===== config.mk =====
export PLATFORM = sky130hd
export DESIGN_NAME = slot_pool_allocator
export DESIGN_NICKNAME = d
export VERILOG_FILES = /design/src/spa_pkg.sv /design/src/slot_pool_allocator.sv
export SDC_FILE = /design/constraint.sdc
export NUM_CORES = 1
export LEC_CHECK = 0
export BUFFER_PORTS_ARGS = -buffer_cell sky130_fd_sc_hd__buf_2
export CORE_UTILIZATION = 63
export DETAILED_ROUTE_END_ITERATION = 8
export PLACE_DENSITY = 0.76
export RECOVER_POWER = 25
export REMOVE_ABC_BUFFERS = 1
export SLEW_MARGIN = 20
export SYNTH_ARGS = -nofsm -noshare
export SYNTH_HDL_FRONTEND = slang
export SYNTH_SLANG_ARGS = --single-unit

===== constraint.sdc =====
create_clock -name clock -period 5.9 [get_ports clock]
set_clock_uncertainty 0.15 [all_clocks]
set_input_delay 0.885 -clock clock [delete_from_list [all_inputs] [get_ports clock]]
set_output_delay 0.885 -clock clock [all_outputs]
set_load 0.02 [all_outputs]

===== src/spa_pkg.sv =====
package spa_pkg;

   localparam int POOL_SLOTS = 512;
   localparam int SLOT_W     = 9;
   localparam int HINT_W     = 10;
   localparam int WORD_BITS  = 32;
   localparam int WORDS      = POOL_SLOTS / WORD_BITS;
   localparam int WORD_IDX_W = $clog2(WORDS);
   localparam int BIT_W      = $clog2(WORD_BITS);

   localparam logic MODE_ALLOC   = 1'b0;
   localparam logic MODE_RELEASE = 1'b1;

   localparam logic [HINT_W-1:0] HINT_FULL = HINT_W'(POOL_SLOTS);

   typedef logic [WORD_BITS-1:0] word_type;

   typedef enum logic [1:0] {
      ST_IDLE,
      ST_RELEASE,
      ST_GRANT,
      ST_SCAN
   } state_type;

endpackage


===== src/slot_pool_allocator.sv =====
// Channel  Direction  Handshake           Payload
// req      in         req_valid/req_stall req_mode, req_slot_index
// rsp      out        rsp_valid/rsp_stall rsp_granted_slot, rsp_pool_full
//
// Allocate on a full pool: flagged full, no search. Release: read-modify-write of one mark word.
// Allocate: marks the granted slot, then scans its word and each further 32-slot word up to the last;
// the shared first-zero unit examines one word per cycle from the 1R1W mark RAM.
// Reset clears the sequencer, the hint and a valid flag per mark word; no clearing pass.
// The result register takes the grant on acceptance; a new request waits while it is stalled.
module slot_pool_allocator
   import spa_pkg::*;
(
   input  logic              clock,
   input  logic              reset,
   input  logic              req_valid,
   output logic              req_stall,
   input  logic              req_mode,
   input  logic [SLOT_W-1:0] req_slot_index,
   output logic              rsp_valid,
   input  logic              rsp_stall,
   output logic [SLOT_W-1:0] rsp_granted_slot,
   output logic              rsp_pool_full
);

   state_type state_ff, state_in;

   logic [HINT_W-1:0]     hint_ff, hint_in;
   logic [SLOT_W-1:0]     slot_ff, slot_in;
   logic [WORD_IDX_W-1:0] word_ff, word_in;

   logic              rsp_valid_ff, rsp_valid_in;
   logic [SLOT_W-1:0] rsp_slot_ff, rsp_slot_in;
   logic              rsp_full_ff, rsp_full_in;

   word_type              mem_ff [WORDS];
   logic [WORDS-1:0]      row_valid_ff;
   word_type              rd_data_ff;
   logic                  rd_valid_ff;
   logic [WORD_IDX_W-1:0] rd_addr;
   logic                  wr_en;
   logic [WORD_IDX_W-1:0] wr_addr;
   word_type              wr_data;

   word_type         word_view;
   word_type         bit_oh;
   word_type         search;
   logic             found;
   logic [BIT_W-1:0] pos;
   logic             last_word;
   logic             accept;
   logic             out_free;
   logic             rel_in_range;
   logic             pool_full_now;

   assign out_free      = !rsp_valid_ff || !rsp_stall;
   assign req_stall     = !((state_ff == ST_IDLE) && out_free);
   assign accept        = req_valid && !req_stall;
   assign rel_in_range  = HINT_W'(req_slot_index) < HINT_FULL;
   assign pool_full_now = hint_ff >= HINT_FULL;
   assign last_word     = word_ff == WORD_IDX_W'(WORDS - 1);

   assign word_view = rd_valid_ff ? rd_data_ff : '0;
   assign bit_oh    = word_type'(1) << slot_ff[BIT_W-1:0];

   // shared first-zero unit
   always_comb begin
      case (state_ff)
         ST_GRANT: search = word_view | bit_oh | ~(word_type'('1) << slot_ff[BIT_W-1:0]);
         ST_SCAN:  search = word_view;
         default:  search = '1;
      endcase
   end

   always_comb begin
      found = 1'b0;
      pos   = '0;
      for (int i = WORD_BITS - 1; i >= 0; i--) begin
         if (!search[i]) begin
            found = 1'b1;
            pos   = BIT_W'(i);
         end
      end
   end

   // next state
   always_comb begin
      state_in = state_ff;
      case (state_ff)
         ST_IDLE: begin
            if (accept) begin
               if (req_mode == MODE_RELEASE) begin
                  state_in = rel_in_range ? ST_RELEASE : ST_IDLE;
               end else begin
                  state_in = pool_full_now ? ST_IDLE : ST_GRANT;
               end
            end
         end
         ST_RELEASE: state_in = ST_IDLE;
         ST_GRANT, ST_SCAN: begin
            state_in = (found || last_word) ? ST_IDLE : ST_SCAN;
         end
         default: state_in = ST_IDLE;
      endcase
   end

   // datapath and outputs
   always_comb begin
      hint_in      = hint_ff;
      slot_in      = slot_ff;
      word_in      = word_ff;
      rd_addr      = word_ff;
      wr_en        = 1'b0;
      wr_addr      = slot_ff[SLOT_W-1:BIT_W];
      wr_data      = word_view | bit_oh;
      rsp_valid_in = rsp_valid_ff && rsp_stall;
      rsp_slot_in  = rsp_slot_ff;
      rsp_full_in  = rsp_full_ff;
      case (state_ff)
         ST_IDLE: begin
            if (accept) begin
               if (req_mode == MODE_RELEASE) begin
                  slot_in = req_slot_index;
                  rd_addr = req_slot_index[SLOT_W-1:BIT_W];
               end else begin
                  rsp_valid_in = 1'b1;
                  rsp_full_in  = pool_full_now;
                  rsp_slot_in  = pool_full_now ? '0 : hint_ff[SLOT_W-1:0];
                  slot_in      = hint_ff[SLOT_W-1:0];
                  word_in      = hint_ff[SLOT_W-1:BIT_W];
                  rd_addr      = hint_ff[SLOT_W-1:BIT_W];
               end
            end
         end
         ST_RELEASE: begin
            wr_en   = 1'b1;
            wr_data = word_view & ~bit_oh;
            if (HINT_W'(slot_ff) < hint_ff) begin
               hint_in = HINT_W'(slot_ff);
            end
         end
         ST_GRANT, ST_SCAN: begin
            wr_en = state_ff == ST_GRANT;
            if (found) begin
               hint_in = HINT_W'({word_ff, pos});
            end else if (last_word) begin
               hint_in = HINT_FULL;
            end else begin
               word_in = word_ff + WORD_IDX_W'(1);
               rd_addr = word_ff + WORD_IDX_W'(1);
            end
         end
         default: ;
      endcase
   end

   always_ff @(posedge clock) begin
      if (reset) begin
         state_ff     <= ST_IDLE;
         hint_ff      <= '0;
         rsp_valid_ff <= 1'b0;
         row_valid_ff <= '0;
      end else begin
         state_ff     <= state_in;
         hint_ff      <= hint_in;
         rsp_valid_ff <= rsp_valid_in;
         if (wr_en) begin
            row_valid_ff[wr_addr] <= 1'b1;
         end
      end
   end

   always_ff @(posedge clock) begin
      slot_ff     <= slot_in;
      word_ff     <= word_in;
      rsp_slot_ff <= rsp_slot_in;
      rsp_full_ff <= rsp_full_in;
      rd_valid_ff <= row_valid_ff[rd_addr];
   end

   // mark RAM
   always_ff @(posedge clock) begin
      if (wr_en) begin
         mem_ff[wr_addr] <= wr_data;
      end
      rd_data_ff <= mem_ff[rd_addr];
   end

   assign rsp_valid        = rsp_valid_ff;
   assign rsp_granted_slot = rsp_slot_ff;
   assign rsp_pool_full    = rsp_full_ff;

endmodule


==> impl_metrics.toml <==
[timing]
min_period_over_period = 0.912
max_freq_mhz = 186
tightest_slew_ps = 3010
relSlewSlack = -1.01
slew_violations = 160
whs_ps = 318
setup_viol = 0
final-hold-violation-count = 0
rsz0062_at_grt = "false"
min_period_ps = 5380

[clock_network]
cts_setup_buffers = 0
root_buffer = "clkbuf_16"
numCtsBuffers = 57
cts_tree = "done"
cts.reportedPaths.clkPinSlew_ps = 60
cts_resized = 0
clk_latency_ps = 610
hold_buffers = 0
clk_path_buf_depth = 3
cts.sinks = 597
h-tree-depth = 2

[power]
leakage_nw = 8.90
p_per_area_nw_per_um2 = 432
ir_drop_uv = 269
p_total_w = 0.0116

[detailed_routing]
wl_met1_um = 23400
first_pass_iters = 5
routed.top_layer = "met4"
via_per_inst = 6.70
wl_per_cell_um = 29.0
dr_wl_met2_um = 27800
totalWireLength_um = 58600
drc = 0
vias = 13500
wl_met3_um = 5530
drt-initial-drc-count = 1535
drtAntennaViolNets = 0

[synth]
netlist_instances = 1404
ys_ff_latch = 597
synth_edf_count = 535
seq_area_frac_synth = 0.717
synth_flop_cell = "edfxtp_1"
netlist_area_sq_um = 24100
synth_cell_types = 62
synthArstFlopShare = 0
yosysWarningCount = 0
synth.avg_cell_area_sq_um = 17.2

[outcome]
run_status = "complete, but fails checks"
violations = "max-capacitance violations, max-slew violations"

[final_layout]
stdcell_area_sq_um = 26900
final_nets = 1487
layout_commonest_cell = "edfxtp_1"
final_layout_size_suffix_gt1_frac = 0.212
area_growth_pct = 11.5
layout_common_cells = "edfxtp_1, mux4_2, nand2_1, nor2_1, a22oi_1"
fin_cells = 2020

[placed_design]
hpwlAfterDp_um = 34100
post_dp_cell_area_sq_um = 25100
portBuffers = 25
dpl.cell_count = 1911
gp_congestion = 1.03

[floorplan]
io_pins = 26
core_sq_um = 37700
die-area_sq_um = 39100
die_w_um = 198
initial_core_util = 0.641
dieHeight_um = 198
rows = 71

[setup_path]
startpoint_type = "flop"
worst_ep_required_time_ps = 6230
endpoint_kind = "flop"
critPathMaxFanout = 48
r2r-start = "state_ff[0]$_SDFFE_PP0P_"
crit_arrival_ps = 5710
regToRegSetupSlack_ps = 520
worst-r2r-cell-count = 13
path_class = "flop to flop"
reg2reg_to = "rd_data_ff[25]$_DFF_P_"

[grt]
grt_pass1_wl_um = 85400
grt_max_degree = 69
antenna_found_initial = 0
grt_overflow = 0
grt_pass1_vias = 13400
track_usage = 0.309

[run]
drv_cap = 8

[min_path]
whs_endpoint = "row_valid_ff[15]$_SDFFE_PP0P_"
min-delay-start = "row_valid_ff[15]$_SDFFE_PP0P_"
hold_path.class = "flop to flop"
hold_depth = 2
[state kept, by name, summed over array words and instances, names as in the netlist]
register and flops:
hint_ff 10, mem_ff 512, rd_data_ff 32, rd_valid_ff 1
row_valid_ff 16, rsp_granted_slot 9, rsp_pool_full 1, rsp_valid 1
slot_ff 9, state_ff 2, word_ff 4
[how the worst max path moves through the flow]
| stage | startpoint | to | cells after the start |
|---|---|---|---|
| 2_1_floorplan | state_ff[0]$_SDFFE_PP0P_ | rd_valid_ff$_DFF_P_ | 12 |
| 6_report | state_ff[0]$_SDFFE_PP0P_ | rd_data_ff[25]$_DFF_P_ | 13 |
| 3_3_place_gp | state_ff[0]$_SDFFE_PP0P_ | rd_data_ff[7]$_DFF_P_ | 13 |
| 4_1_cts | state_ff[0]$_SDFFE_PP0P_ | rd_data_ff[25]$_DFF_P_ | 13 |
| 3_5_place_dp | state_ff[0]$_SDFFE_PP0P_ | rd_data_ff[22]$_DFF_P_ | 13 |
| 5_1_grt | state_ff[0]$_SDFFE_PP0P_ | rd_data_ff[25]$_DFF_P_ | 13 |
[where the power goes]
part | leakage, nW | switching (W) | total (W) | internal, W
registers | 5.46 | 0.000238 | 0.00520 | 0.00497
clock network | 0.914 | 0.00152 | 0.00360 | 0.00209
logic | 2.53 | 0.00161 | 0.00283 | 0.00121
total | 8.90 | 0.00337 | 0.0116 | 0.00827
[final cells by class]
cell class,instances,area [sq um]
multi-input combinational,706,6530
clock buffer,88,1680
fill,2377,10800
inverter,17,63.8
sequential,597,17300
clock inverter,20,189
antenna,1,2.50
timing repair buffer,80,504
tap,511,639
[layer usage]
layer,up-vias,GRT usage
met5,-,0
met4,0,0.125
met3,117,0.0468
met2,768,0.478
met1,6899,0.450
li1,5754,-
[kinds of logic after synthesis]
| family | synth area share |
|---|---|
| AOI/OAI and AO/OA | 0.0643 |
| xor gates and xnor gates | 0.000363 |
| adders and majority gates | 0.00726 |
| buffers and inverters | 0.0198 |
| DFF | 0.717 |
| muxes | 0.133 |
| and+or+nand+nor | 0.0584 |
[worst max-delay path, stage by stage, from the launching register on]
cell	delay (ps)
dfxtp_1	350
inv_1	110
ha_1	490
nand2_1	440
o21ai_0	510
a31oi_1	190
or3_1	460
or4b_1	730
o211ai_1	290
o211a_4	460
buf_12	330
mux4_2	350
a22oi_1	250
nand2_1	100
[synth_stat cells, drive strengths merged, types with 3 or more instances]
cell      n  area share
mux2i    22      0.0091
a31oi     7      0.0018
nand2b   14      0.0036
o31a      3      0.0011
ha       14      0.0073
nand3b    3     0.00093
or2       6      0.0016
a211oi   12      0.0037
nor3     15      0.0031
and3      3     0.00078
and2      5      0.0013
dfxtp    62       0.051
nor2b     8      0.0021
clkbuf   39      0.0061
nor4      3      0.0010
nor2     96       0.015
nand4     5      0.0013
nand3    31      0.0066
nor4b     3      0.0013
a32oi     4      0.0015
o211ai    7      0.0022
edfxtp  535        0.67
o221ai    3      0.0011
inv      17      0.0026
or3       3     0.00078
o31ai     8      0.0025
nand2   105       0.016
o21ai    45      0.0093
buf      45       0.011
a22oi    75       0.023
o22ai     8      0.0021
a21oi    34      0.0071
mux4    132        0.12
a21o      5      0.0016
nor3b     3     0.00093
[metrics by stage]
step / util / worst slack [ps] / TNS, ps
6_report: 0.715 / 522 / 0
5_1_grt: 0.714 / 243 / 0
4_1_cts: 0.716 / 577 / 0
3_5_place_dp: 0.666 / 684 / 0
3_3_place_gp: 0.666 / 716 / 0
2_1_floorplan: - / -15990 / -513480
Note: power is estimated with default switching activity, not from simulation.
